**src/fpa_pkg.sv**
```systemverilog
// Shared types, opcodes and sizing constants for the Q24.8 fixed-point ALU.
// No dependencies.
package fpa_pkg;

  localparam int FRAC_BITS   = 8;
  localparam int DIV_W       = 32 + FRAC_BITS;
  localparam int DIV_STAGES  = (DIV_W + 1) / 2;
  localparam int DIV_PAD     = 2 * DIV_STAGES;
  localparam int Q_DEPTH     = 4;
  localparam int Q_AW        = $clog2(Q_DEPTH);

  typedef enum logic [3:0] {
    OP_ADD  = 4'd0,  OP_SUB  = 4'd1,  OP_MUL  = 4'd2,  OP_DIV  = 4'd3,
    OP_LT   = 4'd4,  OP_GT   = 4'd5,  OP_LE   = 4'd6,  OP_GE   = 4'd7,
    OP_EQ   = 4'd8,  OP_NE   = 4'd9,  OP_INC  = 4'd10, OP_DEC  = 4'd11,
    OP_MIN  = 4'd12, OP_MAX  = 4'd13, OP_FINT = 4'd14, OP_TINT = 4'd15
  } op_t;

  typedef struct packed {
    op_t                 op;
    logic signed [31:0]  a;
    logic signed [31:0]  b;
    logic [DIV_PAD-1:0]  dvd;
    logic [31:0]         dvs;
    logic                neg;
    logic                dz;
  } item_t;

  typedef struct packed {
    item_t               it;
    logic signed [63:0]  prod;
    logic [32:0]         rem;
    logic [DIV_PAD-1:0]  quo;
  } stage_t;

  function automatic logic fits32(input logic signed [63:0] v);
    return (v[63:31] == {33{1'b0}}) || (v[63:31] == {33{1'b1}});
  endfunction

endpackage

```
**src/fpa_queue.sv**
```systemverilog
// Short request queue between the front end and the execution pipeline.
// Depends on fpa_pkg.
module fpa_queue import fpa_pkg::*; (
  input  logic  clk,
  input  logic  rst_n,
  input  logic  push,
  input  item_t push_item,
  output logic  full,
  output logic  q_valid,
  input  logic  q_ready,
  output item_t q_item
);

  item_t         mem_r [Q_DEPTH];
  logic [Q_AW-1:0] wp_r, rp_r;
  logic [Q_AW:0]   cnt_r;
  logic            pop;

  assign full    = cnt_r == (Q_AW+1)'(Q_DEPTH);
  assign q_valid = cnt_r != '0;
  assign pop     = q_valid && q_ready;
  assign q_item  = mem_r[rp_r];

  always_ff @(posedge clk) begin
    if (push) begin
      mem_r[wp_r] <= push_item;
    end
    if (!rst_n) begin
      wp_r  <= '0;
      rp_r  <= '0;
      cnt_r <= '0;
    end else begin
      if (push) wp_r <= wp_r + 1'b1;
      if (pop)  rp_r <= rp_r + 1'b1;
      cnt_r <= cnt_r + (Q_AW+1)'(push) - (Q_AW+1)'(pop);
    end
  end

endmodule

```
**config.mk**
```make
export PLATFORM = sky130hd
export DESIGN_NAME = fpa_queue
export DESIGN_NICKNAME = d
export VERILOG_FILES = /design/src/fpa_pkg.sv /design/src/fpa_queue.sv
export SDC_FILE = /design/constraint.sdc
export NUM_CORES = 1
export LEC_CHECK = 0
export BUFFER_PORTS_ARGS = -buffer_cell sky130_fd_sc_hd__clkbuf_2
export CORE_MARGIN = 2
export CORE_UTILIZATION = 55
export CTS_CLUSTER_DIAMETER = 200
export CTS_CLUSTER_SIZE = 16
export DETAILED_ROUTE_END_ITERATION = 8
export GPL_ROUTABILITY_DRIVEN = 0
export PLACE_DENSITY = 0.77
export SLEW_MARGIN = 15
export SYNTH_ARGS = -nofsm -noshare
export SYNTH_HDL_FRONTEND = slang
export SYNTH_SLANG_ARGS = --single-unit
```
**constraint.sdc**
```tcl
create_clock -name clk -period 10.76 [get_ports clk]
set_input_delay 1.076 -clock clk [delete_from_list [all_inputs] [get_ports clk]]
set_output_delay 1.076 -clock clk [all_outputs]
set_load 0.005 [all_outputs]
```
### Yosys cells after proc, flatten, opt, wreduce, memory -nomap -nowiden

Memory sizes are Yosys's and may differ from the RTL's. A register that Yosys moved wholly into a read port is not among the register bits.
Cells that the tools add are included.

* bits in registers: 7
* memory bits (writable): 568
* input bits: 146
* output and inout bits: 144
* logic and storage cells: 15
* memories: 1

Memories
* mem_r: words 4, bits a word 142, read ports 1, clocked after Yosys merged registers in 1, wr ports 1, line fpa_queue.sv:14 `item_t mem_r [Q_DEPTH];`

* add/subtract/negate cells: 4
* equal/unequal tests: 1
* multiplexer cells: 4
* reduce and logical (&&, ||, !) cells: 2

Operators by type and width (number)
* 2-bit by 1-bit adder with 2-bit output (second input constant): 2
* 2-bit 2-to-1 mux: 2
* 3-bit by 1-bit adder with 3-bit output: 1
* 3-bit == test (second input constant): 1
* 3-bit nonzero test: 1
* 3-bit by 1-bit subtractor with 3-bit output: 1
* 1-bit 2-to-1 mux: 2
* 1-bit logical AND: 1

### Logic depth before layout (Yosys ltp)

Gate-level depths: netlist of run 1.

* depth in word-level cells: 4
* gate-level depth with buffers: 7

### Least setup slack after synthesis of run 1

OpenSTA, ideal clock, no wires.

* path kind: input port to flip-flop
* start: input push
* end: memory mem_r[0][0] (netlist bit), enable pin
* setup time: 518 ps
* data arrival time: 4321 ps
* data required time: 10242 ps
* path slack: 5921 ps
* cell stages on the path: 1
* buffers on the path: 0
* cell sequence: and2_1

* longest elaborated chain between the ends: 2

RTL lines
* start: declaration: line fpa_queue.sv:6 `input logic push,`
* 1-bit 2-to-1 mux: line fpa_queue.sv:25 `if (push) begin`
* 1-bit 2-to-1 mux (implied by the code): line fpa_queue.sv:26 `mem_r[wp_r] <= push_item;`
* end: declaration: line fpa_queue.sv:14

No other way between the ends.

==> impl_metrics.yaml, run 1 <==
final_layout:
  seqCellArea_um2: 17200
  final_common_cell: "edfxtp_1"
  fin_nets: 1254
  drive_gt1_share_pct: 44.7
  multi_input_area_um2: 3480
  mostFrequentLayoutCells: "edfxtp_1, clkbuf_2, mux4_2, clkbuf_16, buf_4"
  instances_no_fill: 1624
  fillers: 2460
  synthToLayoutAreaGrowth_pct: 15.1
floorplan:
  rows: 71
  pin_count: 290
  die_x_um: 199
  initial_core_util_pct: 55.7
  die_area_um2: 39700
  die_h_um: 199
  core_area_um2: 37600
critical_path:
  reg2reg_depth: 4
  cp.required_ps: 9680
  worstPathArrival_ps: 3450
  critPathKind: "flip-flop to output pin"
  worst-path-max-fanout: 48
  critPathLaunchType: "flip-flop"
  end_kind: "output pin"
clocking:
  clk_latency_ps: 560
  cts_tree: "done"
  clkTransAtPathRegs_ps: 70
  cts_max_level: 2
  cts_buffers: 42
  postCtsSetupBuffers: 0
  cts_sinks: 577
  hold_buffers: 0
  clockBufferDepth: 3
  post_cts_resized: 0
  cts-root-buf: "clkbuf_16"
detailed_routing:
  ant_nets: 0
  viasPerCell: 5.66
  firstDrtPassIters: 4
  drc: 0
  drt_iter0_markers: 551
  drt_wl_total_um: 38700
  wl_per_cell_um: 23.8
  vias: 9187
global_route:
  grt_pass1_vias: 9616
  grt_use_total_pct: 20.0
  grt_use_met3_pct: 7.27
  grt-ovfl-total: 0
  grt_pass1_wl_um: 58200
  grt_max_degree: 68
  top_usage_layer: "met2"
  use_met2_pct: 30.9
  met1_usage_pct: 27.3
  antenna_found_initial: 9
timing:
  setup_viol: 0
  finalCriticalPeriod_ps: 4520
  max_clock_freq_ghz: 0.221
  fin_skew_ps: 15.0
  relSlewSlack_pct: 33.3
  setup_tns_ps: 0
  tightest_slew_ps: 1000
  slew_viol_final: 0
  min_period_over_period_pct: 42.1
  finalHoldViolations: 0
  rsz0062_at_grt: "no"
logic_synthesis:
  ys_ff_latch: 577
  synth_cell_type_count: 20
  synth_area_um2: 20900
  post-synth-top-area-cell: "edfxtp_1"
  postSynthNetCount: 940
  ys_warn_count: 0
  synth_cells: 787
  netlist_top_cells_area: "edfxtp_1, mux4_2, dfxtp_1, buf_6, buf_2"
  avgSynthCellArea_um2: 26.6
  yosysTopAreaCellShare_pct: 81.4
  yosysSeqAreaShare_pct: 82.3
power_and_ir_drop:
  power_uw: 4930
  power_leakage_uw: 0.00804
  powerDensity_nw_per_um2: 204
  max-vdd-ir-drop_mv: 0.165
min_path:
  hold_class: "flip-flop to flip-flop"
  worstHoldPathCells: 2
placement:
  dp.cells: 1568
  portBuffers: 289
  hpwl_um: 23400
flow_run:
  drv_cap: 0
status:
  status: "completed"
-- synth_stat cells --
cell	instances
and2_1	8
and3_1	1
buf_2	16
buf_6	10
clkbuf_1	6
dfxtp_1	9
edfxtp_1	568
fa_1	1
ha_1	6
inv_1	6
mux2i_1	4
mux4_2	142
nand2_1	2
nand2b_1	2
nor2b_1	1
o311ai_0	1
o31a_1	1
or3_1	1
xnor3_1	1
xor2_1	1
-- logic make-up (layout without fill, tap and decap cells) --
logic type,count (synthesis),count (layout),synth area share (%)
muxes,146,146,15.5
buffers and inverters,38,361,1.14
AOI/OAI and AO/OA,2,2,0.0836
adders and majority gates,7,7,0.454
other,0,3,0
DFF,577,577,82.3
and+or+nand+nor,15,15,0.424
xor gates and xnor gates,2,2,0.149
-- report_power, final --
| group | total (uW) | switching (uW) | internal (uW) | leakage [uW] |
|---|---|---|---|---|
| clock network | 1440 | 693 | 750 | 0.000570 |
| registers | 2630 | 43.0 | 2590 | 0.00529 |
| logic | 852 | 410 | 442 | 0.00218 |
-- through the flow --
stage / hold slack, ps / instance area, um2 / util (%) / setup slack (ps)
6_report: 490 / 24100 / 64.2 / 6240
5_1_grt: 542 / 24100 / 64.1 / 5820
4_1_cts: 498 / 24100 / 64.1 / 5990
3_5_place_dp: 480 / 22900 / 61.0 / 6630
3_3_place_gp: 458 / 22900 / 61.0 / 6660
2_1_floorplan: 449 / 20900 / - / 5920
-- area by class of cell --
type / count / area share (%)
Tap cell: 511 / 2.65
Inverter: 6 / 0.0934
Antenna cell: 3 / 0.0311
Sequential cell: 577 / 71.5
Clock inverter: 1 / 0.0675
Clock buffer: 52 / 4.78
Multi-Input combinational cell: 172 / 14.4
Timing Repair Buffer: 302 / 6.40
-- path summary, 6_finish.rpt --
kind	startpoint	to	slack (ps)
worst max-delay path	flip-flop	q_item[125]	6240
worst min-delay path	rp_r[1]	flip-flop	490
worst max register to register	wp_r[0]	mem_r[1][100]	7690
worst min register to register	rp_r[1]	flip-flop	490
-- critical path, stage by stage, from the launching register on --
cell and delay (ps):
dfxtp_4 530, buf_4 650, buf_4 830, mux4_2 620, clkbuf_2 130
-- state kept, by name, summed over array words and instances (netlist names), named ones only --
register	cells
wp_r	2
rp_r	2
cnt_r	3
mem_r	568
-- routing by layer --
metal / share of wire (%) / wire (um)
met5: 0.20 / 76
met4: 1.7 / 668
met3: 9.6 / 3700
met2: 48 / 18500
met1: 41 / 15800
No activity file was read; power rests on OpenSTA's default activity.
==> run 2, diff against run 1 <==
==> constraint.sdc (replaced) <==
create_clock -name clk -period 4.3 [get_ports clk]
set_input_delay 0.43 -clock clk [delete_from_list [all_inputs] [get_ports clk]]
set_output_delay 0.43 -clock clk [all_outputs]
set_load 0.005 [all_outputs]
==> run 2 against run 1 <==
Net effect: combinational power rose to 2.5 times the previous value; global-route usage fell by 0.73 points; hold slack got worse by 410 ps; sequential share of layout area fell by 0.28 points; sequential power rose by 150%; largest cell class unchanged; flip-flop and latch count did not move; worst setup slack got worse by 4900 ps; total power rose by 150%; critical path depth fell by 1.
==> impl_metrics.yaml, run 2 (synthesized netlist as in run 1, its figures left out) <==
status:
  status: "completed"
clocking:
  hold_buffers: 0
  cts_buffers: 42
  cts-root-buf: "clkbuf_16"
  cts_sinks: 577
  clkTransAtPathRegs_ps: 70
  cts_tree: "done"
  cts_max_level: 2
  clockBufferDepth: 3
  post_cts_resized: 0
  postCtsSetupBuffers: 0
  clk_latency_ps: 560
floorplan:
  core_area_um2: 37600
  initial_core_util_pct: 55.7
  rows: 71
  pin_count: 290
  die_x_um: 199
  die_h_um: 199
  die_area_um2: 39700
detailed_routing:
  wl_per_cell_um: 23.2
  top_layer: "met5"
  drt_iter0_markers: 539
  drt_wl_total_um: 37700
  wl_met3_um: 3480
  firstDrtPassIters: 4
  viasPerCell: 5.68
  vias: 9230
  met1_length_um: 15300
  ant_nets: 0
  route.met2.wl_um: 18200
  drc: 0
timing:
  fin_skew_ps: 13.7
  finalHoldViolations: 0
  max_clock_freq_ghz: 0.338
  setup_viol: 0
  setup_tns_ps: 0
  tightest_slew_ps: 939
  slew_viol_final: 0
  relSlewSlack_pct: 37.4
  whs_ps: 84.7
  min_period_over_period_pct: 68.7
  rsz0062_at_grt: "no"
  finalCriticalPeriod_ps: 2960
critical_path:
  worstPathArrival_ps: 2530
  end_kind: "output pin"
  worst-path-buf-inv: 2
  critPathKind: "flip-flop to output pin"
  critPathLaunchType: "flip-flop"
  worst-path-max-fanout: 44
  max_stage_delay_ps: 720
  cp.required_ps: 3870
  critical_path.slowest_cell: "dfxtp_4"
  cp_cell_sequence: "buf_4 -> mux4_2 -> clkbuf_2"
  path_delay_family: "buffers and inverters"
min_path:
  hold_class: "input pin to flip-flop"
global_route:
  grt_pass1_vias: 9539
  antenna_found_initial: 1
  grt_max_degree: 88
  grt_pass1_wl_um: 56400
  grt-ovfl-total: 0
  grt_use_total_pct: 19.3
final_layout:
  top_regs: "mem_r (568), cnt_r (3)"
  fin_nets: 1255
  final_common_cell: "edfxtp_1"
  drive_gt1_share_pct: 44.7
  mostFrequentLayoutCells: "edfxtp_1, clkbuf_2, mux4_2, clkbuf_16, clkbuf_1"
  largest_register_ffs: 568
  n_antenna_cell: 0
  finalCoreUtilization_pct: 64.4
  synthToLayoutAreaGrowth_pct: 15.5
  regMostFlops: "mem_r"
placement:
  portBuffers: 289
  hpwl_um: 22900
power_and_ir_drop:
  max-vdd-ir-drop_mv: 0.421
  powerDensity_nw_per_um2: 509
  power_leakage_uw: 0.00807
flow_run:
  drv_cap: 0
-- run 2: changes by cell type in the layout (fill, tap and decap cells not counted) --
| cell | delta |
|---|---|
| diode_2 | -3 |
| clkbuf_1 | +2 |
| buf_4 | -6 |
| buf_12 | +7 |
-- run 2: stage by stage --
stage	worst slack, ps	instance area [um2]	cells	total power (uW)
6_report	1340	24200	1624	12300
5_1_grt	1220	24200	1624	12800
4_1_cts	1310	24200	1624	12500
3_5_place_dp	1920	23000	1569	8900
3_3_place_gp	1950	23000	1569	8850
2_1_floorplan	8.95	20900	787	8070
-- run 2: report_power, final --
part / internal (uW) / switching, uW
clock: 1880 / 1710
sequential: 6470 / 96.7
combinational: 1130 / 1030
total: 9480 / 2830
-- run 2: worst reg2reg max path, stage by stage, from the launching register on --
cell and delay (ps):
dfxtp_1 350, o31a_1 370, ha_1 300, inv_1 40
ha_1 180, fa_1 400, xnor3_1 170, and2_1 150
-- run 2: metal layers --
layer | vias up | track usage [%]
li1 | 4008 | -
met1 | 4852 | 26.7
met2 | 316 | 29.9
met3 | 52 | 6.04
met4 | 2 | 5.83
met5 | - | 0
-- run 2: worst paths after layout --
kind / cells past startpoint / end / slack, ps / from
max: 3 / q_item[69] / 1340 / flip-flop
min reg2reg: 2 / flip-flop / 480 / rp_r[1]
min: 1 / mem_r[2][6] / 80 / push_item[6]
max reg2reg: 7 / cnt_r[2] / 2240 / cnt_r[1]
-- run 2: layout make-up --
cell class	instances	area, um2
Clock buffer	54	1160
Clock inverter	1	16.3
Fill cell	2433	13400
Inverter	6	22.5
Multi-Input combinational cell	172	3480
Sequential cell	577	17200
Tap cell	511	639
Timing Repair Buffer	303	1640
