### config.mk
export PLATFORM = sky130hd
export DESIGN_NAME = fpa_front
export DESIGN_NICKNAME = d
export VERILOG_FILES = /design/src/fpa_pkg.sv /design/src/fpa_front.sv
export SDC_FILE = /design/constraint.sdc
export NUM_CORES = 1
export LEC_CHECK = 0
export BUFFER_PORTS_ARGS = -buffer_cell sky130_fd_sc_hd__buf_4
export CORE_AREA = 2 2 84 86
export DETAILED_ROUTE_END_ITERATION = 12
export DIE_AREA = 0 0 86 88
export GPL_TIMING_DRIVEN = 0
export MAX_ROUTING_LAYER = met4
export PLACE_DENSITY = 0.71
export SYNTH_ARGS = -nofsm -noshare
export SYNTH_HDL_FRONTEND = slang
export SYNTH_SLANG_ARGS = --single-unit
### constraint.sdc
create_clock -name vclk -period 2.8
set_input_delay 0.56 -clock vclk [all_inputs]
set_output_delay 0.56 -clock vclk [all_outputs]
set_load 0.02 [all_outputs]
### src/fpa_pkg.sv
// Shared types, opcodes and sizing constants for the Q24.8 fixed-point ALU.
// No dependencies.
package fpa_pkg;

  localparam int FRAC_BITS   = 8;
  localparam int DIV_W       = 32 + FRAC_BITS;
  localparam int DIV_STAGES  = (DIV_W + 1) / 2;
  localparam int DIV_PAD     = 2 * DIV_STAGES;
  localparam int Q_DEPTH     = 4;
  localparam int Q_AW        = $clog2(Q_DEPTH);

  typedef enum logic [3:0] {
    OP_ADD  = 4'd0,  OP_SUB  = 4'd1,  OP_MUL  = 4'd2,  OP_DIV  = 4'd3,
    OP_LT   = 4'd4,  OP_GT   = 4'd5,  OP_LE   = 4'd6,  OP_GE   = 4'd7,
    OP_EQ   = 4'd8,  OP_NE   = 4'd9,  OP_INC  = 4'd10, OP_DEC  = 4'd11,
    OP_MIN  = 4'd12, OP_MAX  = 4'd13, OP_FINT = 4'd14, OP_TINT = 4'd15
  } op_t;

  typedef struct packed {
    op_t                 op;
    logic signed [31:0]  a;
    logic signed [31:0]  b;
    logic [DIV_PAD-1:0]  dvd;
    logic [31:0]         dvs;
    logic                neg;
    logic                dz;
  } item_t;

  typedef struct packed {
    item_t               it;
    logic signed [63:0]  prod;
    logic [32:0]         rem;
    logic [DIV_PAD-1:0]  quo;
  } stage_t;

  function automatic logic fits32(input logic signed [63:0] v);
    return (v[63:31] == {33{1'b0}}) || (v[63:31] == {33{1'b1}});
  endfunction

endpackage

### src/fpa_front.sv
// Front end: takes requests and classifies them, prepares divider operands.
// Depends on fpa_pkg.
module fpa_front import fpa_pkg::*; (
  input  logic               in_valid,
  output logic               in_ready,
  input  logic [3:0]         in_mode,
  input  logic signed [31:0] in_operand_a,
  input  logic signed [31:0] in_operand_b,
  output logic               push,
  output item_t              push_item,
  input  logic               q_full
);

  logic [31:0] mag_a;
  logic [31:0] mag_b;

  always_comb begin
    mag_a = in_operand_a[31] ? (32'd0 - in_operand_a) : in_operand_a;
    mag_b = in_operand_b[31] ? (32'd0 - in_operand_b) : in_operand_b;
    push_item.op  = op_t'(in_mode);
    push_item.a   = in_operand_a;
    push_item.b   = in_operand_b;
    push_item.dvd = DIV_PAD'(mag_a) << FRAC_BITS;
    push_item.dvs = mag_b;
    push_item.neg = in_operand_a[31] ^ in_operand_b[31];
    push_item.dz  = (op_t'(in_mode) == OP_DIV) && (in_operand_b == 32'sd0);
  end

  assign in_ready = !q_full;
  assign push     = in_valid && !q_full;

endmodule

# Yosys cells after proc, flatten, opt, wreduce, memory -nomap -nowiden
# Cells that the tools add are included.
[totals] ff_bits=0 inputBits=70 wordCells=10
[classes] n_addsub=2 n_eq_ne=1 mux=2 bitwise_logic=1 reduce_logical=4
[ops] op="$mux W32" n=2
[ops] op="$sub A1 B32 Y32 const A" n=2
[ops] op="$logic_not A32 Y1" n=1
[ops] op="$eq A4 B2 Y1 const B" n=1
[ops] op="$logic_and A1 B1 Y1" n=2
[ops] op="$logic_not A1 Y1" n=1
[ops] op="$xor A1 B1 Y1" n=1

# Logic depth before layout (Yosys ltp)
# Gate-level depths: netlist of run 1.
[logic_depth] depth_word=2 mapped_depth=6 depth_no_buf=6

# Least setup slack after synthesis of run 1
# No wires, ideal clock.
[synth_timing] kind="input port to output port" start="in in_operand_a[16]" end="out push_item[73] (netlist bit)" arrival_ns=2.232 required_ns=2.240 setup_slack_ns=0.008 cell_stages=4 path_cell_list="or3_1 or4_1 or4_1 nor3b_2"
[synth_rtl] item="start: declaration" line="fpa_front.sv:7" text="input logic signed [31:0] in_operand_a,"
[synth_rtl] item="end: declaration" line="fpa_front.sv:10" text="output item_t push_item,"

==> metrics, run 1 <==
total number of cells along the worst setup path=8; global-route wire length before repair=between 10,000 and 15,000 um; number of antenna violations at the first check in global routing=0; CP startpoint=in_operand_b[0]; area enclosed by the die boundary=7568 sq um; most frequent standard cell in the layout excluding fill and tap cells=buf_4; Gate Count Post-Synth=282; Worst setup endpoint=push_item[32]; sum of routed wire length over all layers=8792 um; worst-case vdd ir drop=125.0 uV; number of endpoints with negative hold slack in the final report=0; # placed instances=574; post-synthesis area per instance=7.072 sq um; area delta synth->final=103.8%; clock power share=0%; final antenna-violating net count=0; count of final max-slew check failures=0; hold buffers post-CTS=0; post-detailed-route DRC marker count=0; Sequential cell area=0 sq um; violated checks=setup timing; Synth warnings=0; end-of-flow core utilization=between 60% and 70%; Period Utilization, post-route=102.7%; Site Rows=30; Avg Vias per Cell=4.878; Seq cells=0; Lkg Pwr=1.892 nW; maximum fanout along the worst path=4; Power Dens Cells=209.5 nW/um^2; post-synthesis sequential area ratio=0%; Die X-Extent=86 um; proportion of layout cells with a drive suffix above 1=67.00%; Cell Count, Final, Fillers Out=583; iteration count of the initial detailed-routing pass=4; largest net degree at the start of global routing=11; WL per Instance=15.08 um; path class of the lowest-slack min-delay path=input port to output pin; Total Nets Final=577; kind of critical path=input port to output pin; total routing usage reported by global routing=20.78%; via count of the first global-routing pass=about 2,600; Post-DP HPWL=7024 um; number of I/O port buffers=205; Worst Slack Setup Final=-74.63 ps; longest individual stage delay on the worst path=470 ps; RSZ-0062 raised after global routing=yes; area taken by multi-input logic gates=about 1700 sq um; most used cells in the layout excluding fill and tap cells=284 x buf_4, 58 x xnor2_1, 19 x nand2_1, 17 x o31ai_1, 14 x o21ai_0; Switching Power=~440 uW; switching part of the total power=51.75%; WP data required=between 2000 and 2500 ps; clock buffers=0; fill cell total of the finished layout=579; Relative slew margins=58.65%; total standard cell area after synthesis=1994 sq um; Comb power frac=100.0%; iteration-0 DRC count of the detailed router=46; CP Capture Type=output pin; CP cell instances=buf_8 -> inv_4 -> ha_4 -> or4b_4 -> or4_4 -> o41ai_4 -> xnor2_1 -> buf_4; CP max-delay cell=or4b_4; cell type group with the largest total delay on the critical path=simple AND/OR/NAND/NOR gates; dpl ws=-368.4 ps; setup violation total in the final timing report=2; min cycle time layout=2875 ps; routability congestion estimate=between 0.8 and 0.9; count of cell types in the netlist=27; Least-Margin Pin Slew=620.3 ps; DR vias=2,844; outcome=complete, but fails checks; max-capacitance violation count=0; total gr overflow=0; Chip Height=a little under 90 um; Max Clk Rate=347.9 MHz; Critical Path AT=2310 ps; part of the power in registers=0%; n_diodes=0; Worst Path Buf+Inv=3; initial core utilization=a little under a third; CP startpoint kind=input port; count of boundary I/O pins=214; standard cell core area=6644 sq um; internal power consumption=410.9 uW; WHS=about 1300 ps
==> repair_timing <==
action                                  in CTS  in global routing
pin swaps                                    4                 10
endpoints found under the setup margin      34                 32
resized for setup                           36                 33
buffers inserted                             5                  4
==> synthesized netlist by cell type (2+ instances only) <==
cell type | number | area share, %
buf_4 | 78 | 29
clkbuf_1 | 10 | 1.9
ha_1 | 2 | 1.3
inv_1 | 6 | 1.1
nand2_1 | 19 | 3.6
nand2b_1 | 4 | 1.3
nand3_1 | 4 | 1.0
nand3b_1 | 4 | 1.5
nand4b_1 | 3 | 1.3
nor2_1 | 4 | 0.75
nor3_1 | 6 | 1.5
nor4_1 | 10 | 3.1
o21ai_0 | 14 | 3.5
o31ai_1 | 24 | 9.0
o41ai_1 | 13 | 5.7
or3_1 | 6 | 1.9
or4_1 | 8 | 3.0
xnor2_1 | 58 | 25
==> cell families after synthesis <==
logic type               Yosys count  synth area share, %
buffers and inverters             94                32.37
adder cells (fa/ha/maj)            2                1.255
AND/OR/NAND/NOR                   75                22.02
XOR/XNOR                          59                25.91
other                              1               0.1880
AO/OA/AOI/OAI                     51                18.26
==> metal layers <==
| layer | GRT usage, % | up-vias | wire, um |
|---|---|---|---|
| met4 | 4.040 | 0 | 134 |
| li1 | - | 1369 | - |
| met5 | - | - | 0 |
| met3 | 2.356 | 14 | 732 |
| met1 | 23.09 | 1315 | 3339 |
| met2 | 39.82 | 146 | 4585 |
==> area by class of cell <==
type	instances	share of cell area [%]
Tap cell	80	2.463
Multi-Input combinational cell	195	40.73
Inverter	6	0.7389
Buffer	88	15.42
Timing Repair Buffer	214	40.64
==> power by group through the flow <==
| stage | registers [mW] | logic [mW] | clock network (mW) |
|---|---|---|---|
| CTS | 0 | 0.832 | 0 |
| global placement | 0 | 0.807 | 0 |
| finish | 0 | 0.851 | 0 |
| detailed placement | 0 | 0.811 | 0 |
| floorplan | 0 | 0.429 | 0 |
| global route | 0 | 0.896 | 0 |
==> worst min-delay path by stage <==
| stage | start | to | slack [ps] | cells after the start |
|---|---|---|---|---|
| after floorplan | in_operand_a[30] | push_item[73] | 1170 | 1 |
| after global placement | in_operand_b[31] | push_item[105] | 1330 | 2 |
| after detailed placement | in_operand_b[31] | push_item[105] | 1330 | 2 |
| after CTS | in_operand_b[31] | push_item[105] | 1330 | 2 |
| after global routing | in_operand_b[31] | push_item[105] | 1340 | 2 |
| final | in_operand_b[31] | push_item[105] | 1330 | 2 |
==> through the flow <==
stage | cell area [sq um] | TNS [ps] | power, mW
after floorplan | 2021 | 0 | 0.4291
after global placement | 3660 | -4188 | 0.8070
after detailed placement | 3660 | -4644 | 0.8105
after CTS | 3864 | -131.7 | 0.8320
after global routing | 4064 | -229.5 | 0.8964
final | 4064 | -85.46 | 0.8515
Note: power is estimated with default switching activity, not from simulation.
==> run 2, diff against run 1 <==
Settings changed: ABC_AREA set to 1, CORE_AREA 2 2 84 86 to 2 2 83 85, DIE_AREA 0 0 86 88 to 0 0 85 87, PLACE_DENSITY 0.71 to 0.83.
==> metrics, run 2 <==
outcome=completed (was complete, but fails checks); largest net degree at the start of global routing=11 (unchanged); CP Capture Type=output pin (unchanged); total setup buffers inserted after CTS=0 (was 5); RSZ-0062 raised after global routing=no (was yes); Critical Path AT=1830 ps (was 2310 ps); Seq cells=0 (unchanged); longest individual stage delay on the worst path=210 ps (was 470 ps); Sequential cell area=0 sq um (unchanged); number of endpoints with negative hold slack in the final report=0 (unchanged); max-capacitance violation count=0 (unchanged); CP startpoint=in_operand_a[0] (was in_operand_b[0]); Worst Path Buf+Inv=3 (unchanged); iteration-0 DRC count of the detailed router=122 (was 46); share of the synthesized area in the top cell type=26.99% (was 29.36%); Chip Height=87 um (was 88 um); most used cells in the layout excluding fill and tap cells=285 x buf_4, 189 x nand2_1, 99 x nor2_1, 45 x inv_1, 33 x nand3_1 (was 284 x buf_4, 58 x xnor2_1, 19 x nand2_1, 17 x o31ai_1, 14 x o21ai_0); most repeated cell in the gate-level netlist after synthesis=nand2_1 (was buf_4); Max Clk Rate=417.8 MHz (was 347.9 MHz); Post-DP HPWL=9219 um (was 7024 um); Avg Vias per Cell=4.627 (was 4.878); Most Used Layer, Global Route=met2 (unchanged); Power Dens Cells=198.6 nW/um^2 (was 209.5 nW/um^2); iteration count of the initial detailed-routing pass=4 (unchanged); CP cell instances=buf_4 -> inv_1 -> ha_1 -> nand2_1 -> nor2_2 -> nand2_1 -> nand2_2 -> nand2_1 -> nand2_1 -> nand2_1 -> buf_4 (was buf_8 -> inv_4 -> ha_4 -> or4b_4 -> or4_4 -> o41ai_4 -> xnor2_1 -> buf_4); min cycle time layout=2393 ps (was 2875 ps); fill cell total of the finished layout=677 (was 579); DR vias=3,785 (was 2,844); Site Rows=30 (unchanged); Gate Count Post-Synth=526 (was 282); worst-case vdd ir drop=165.3 uV (was 125.0 uV); n_diodes=0 (unchanged); synth cell count leaders=189 x nand2_1, 99 x nor2_1, 80 x buf_4 (was 78 x buf_4, 58 x xnor2_1, 24 x o31ai_1); cell type group with the largest total delay on the critical path=simple AND/OR/NAND/NOR gates (unchanged); total gr overflow=0 (unchanged); WP data required=2240 ps (about the same); Lkg Pwr=2.454 nW (was 1.892 nW); Die X-Extent=85 um (was 86 um); hold buffers post-CTS=0 (unchanged); beginning of the worst hold path=in_operand_b[31] (unchanged); area enclosed by the die boundary=7395 sq um (was 7568 sq um); standard cell core area=6569 sq um (was 6644 sq um); final antenna-violating net count=0 (unchanged); GR Layer Usage met1=28.40% (was 23.09%); worst hold path stage count=2 (unchanged); post-detailed-route DRC marker count=0 (unchanged); setup violation total in the final timing report=0 (was 2); Total Nets Final=812 (was 577); CP startpoint kind=input port (unchanged); WHS=1324 ps (was 1331 ps); Resized Gates After CTS=0 (was 36); CP max-delay cell=ha_1 (was or4b_4); maximum fanout along the worst path=5 (was 4); count of boundary I/O pins=214 (unchanged); Period Utilization, post-route=85.48% (was 102.7%); proportion of layout cells with a drive suffix above 1=41.46% (was 67.00%); via count of the first global-routing pass=3,573 (was 2,621); met2 Track Usage GR=52.91% (was 39.82%); number of I/O port buffers=205 (unchanged); routability congestion estimate=0.9246 (was 0.8050); path class of the lowest-slack min-delay path=input port to output pin (unchanged); leading cell types by total area after synthesis=nand2_1 27%, buf_4 23%, nor2_1 14% (was buf_4 29%, xnor2_1 25%, o31ai_1 9.0%); kind of critical path=input port to output pin (unchanged); total routing usage reported by global routing=26.73% (was 20.78%); clock buffers=0 (unchanged); Sum Neg Setup Slack=0 ps (was -85.46 ps); count of cell types in the netlist=23 (was 27); sum of routed wire length over all layers=10,360 um (was 8792 um); initial core utilization=40.02% (was 30.02%); post-synthesis cell type with the largest combined area=nand2_1 (was buf_4); post-synthesis area per instance=4.998 sq um (was 7.072 sq um); area delta synth->final=63.35% (was 103.8%); global-route wire length before repair=16,140 um (was 12,520 um); total number of cells along the worst setup path=11 (was 8); count of final max-slew check failures=0 (unchanged); number of antenna violations at the first check in global routing=0 (unchanged); total standard cell area after synthesis=2629 sq um (was 1994 sq um); most frequent standard cell in the layout excluding fill and tap cells=buf_4 (unchanged); post-synthesis sequential area ratio=0% (unchanged); met3 capacity usage during global routing=3.318% (was 2.356%); WL per Instance=12.66 um (was 15.08 um); Synth warnings=0 (unchanged); cell mode on critical path=nand2_1
[run 2: cell types whose count changed after synthesis, moves of 8 or more]
| cell | change |
|---|---|
| nand3_1 | +29 |
| nor4_1 | -9 |
| xor2_1 | +12 |
| clkbuf_1 | -9 |
| xnor2_1 | -41 |
| o31ai_1 | -24 |
| inv_1 | +39 |
| nand2_1 | +170 |
| nor2_1 | +95 |
| o41ai_1 | -13 |
| or4_1 | -8 |
[run 2: final cells by class]
class / instances / area, sq um / area share, %
Inverter: 45 / 168.9 / 3.934
Buffer: 85 / 630.6 / 14.69
Timing Repair Buffer: 205 / 1539 / 35.84
Multi-Input combinational cell: 403 / 1856 / 43.21
Tap cell: 80 / 100.1 / 2.331
[run 2: layer usage]
metal  share of wire (%)  up-vias
li1                    -     1939
met1                  38     1658
met2                  53      172
met3                 7.7       16
met4                 1.7        0
met5                   0        -
[run 2: stage by stage]
step	total power [mW]	instances	instance area [sq um]	utilization (%)	setup WS, ps
after floorplan	0.4701	533	2655	-	752.8
after global placement	0.8448	818	4294	65.37	467.5
after detailed placement	0.8540	818	4294	65.37	416.1
after CTS	0.8563	818	4294	65.37	414.0
after global routing	0.9126	818	4294	65.37	258.6
final	0.8530	818	4294	65.37	406.6
[run 2: logic make-up (layout without fill, tap and decap cells)]
group           after synthesis  after routing  share of synthesized area (%)
other cells                   1              8                         0.1427
simple gates                353            353                          56.50
compound gates               10             10                          1.999
xor+xnor                     30             30                          9.995
fa+ha+maj                     2              2                         0.9518
buf+inv                     130            335                          30.41
[run 2: report_power, final]
part / switching, mW / internal [mW] / leakage, nW
Clock: 0 / 0 / 0
Combinational: 0.469 / 0.384 / 2.45
Sequential: 0 / 0 / 0
Total: 0.469 / 0.384 / 2.45
[run 2: final timing paths]
path | end | slack [ps]
worst max-delay path | push_item[62] | 410
worst min-delay path | push_item[105] | 1320
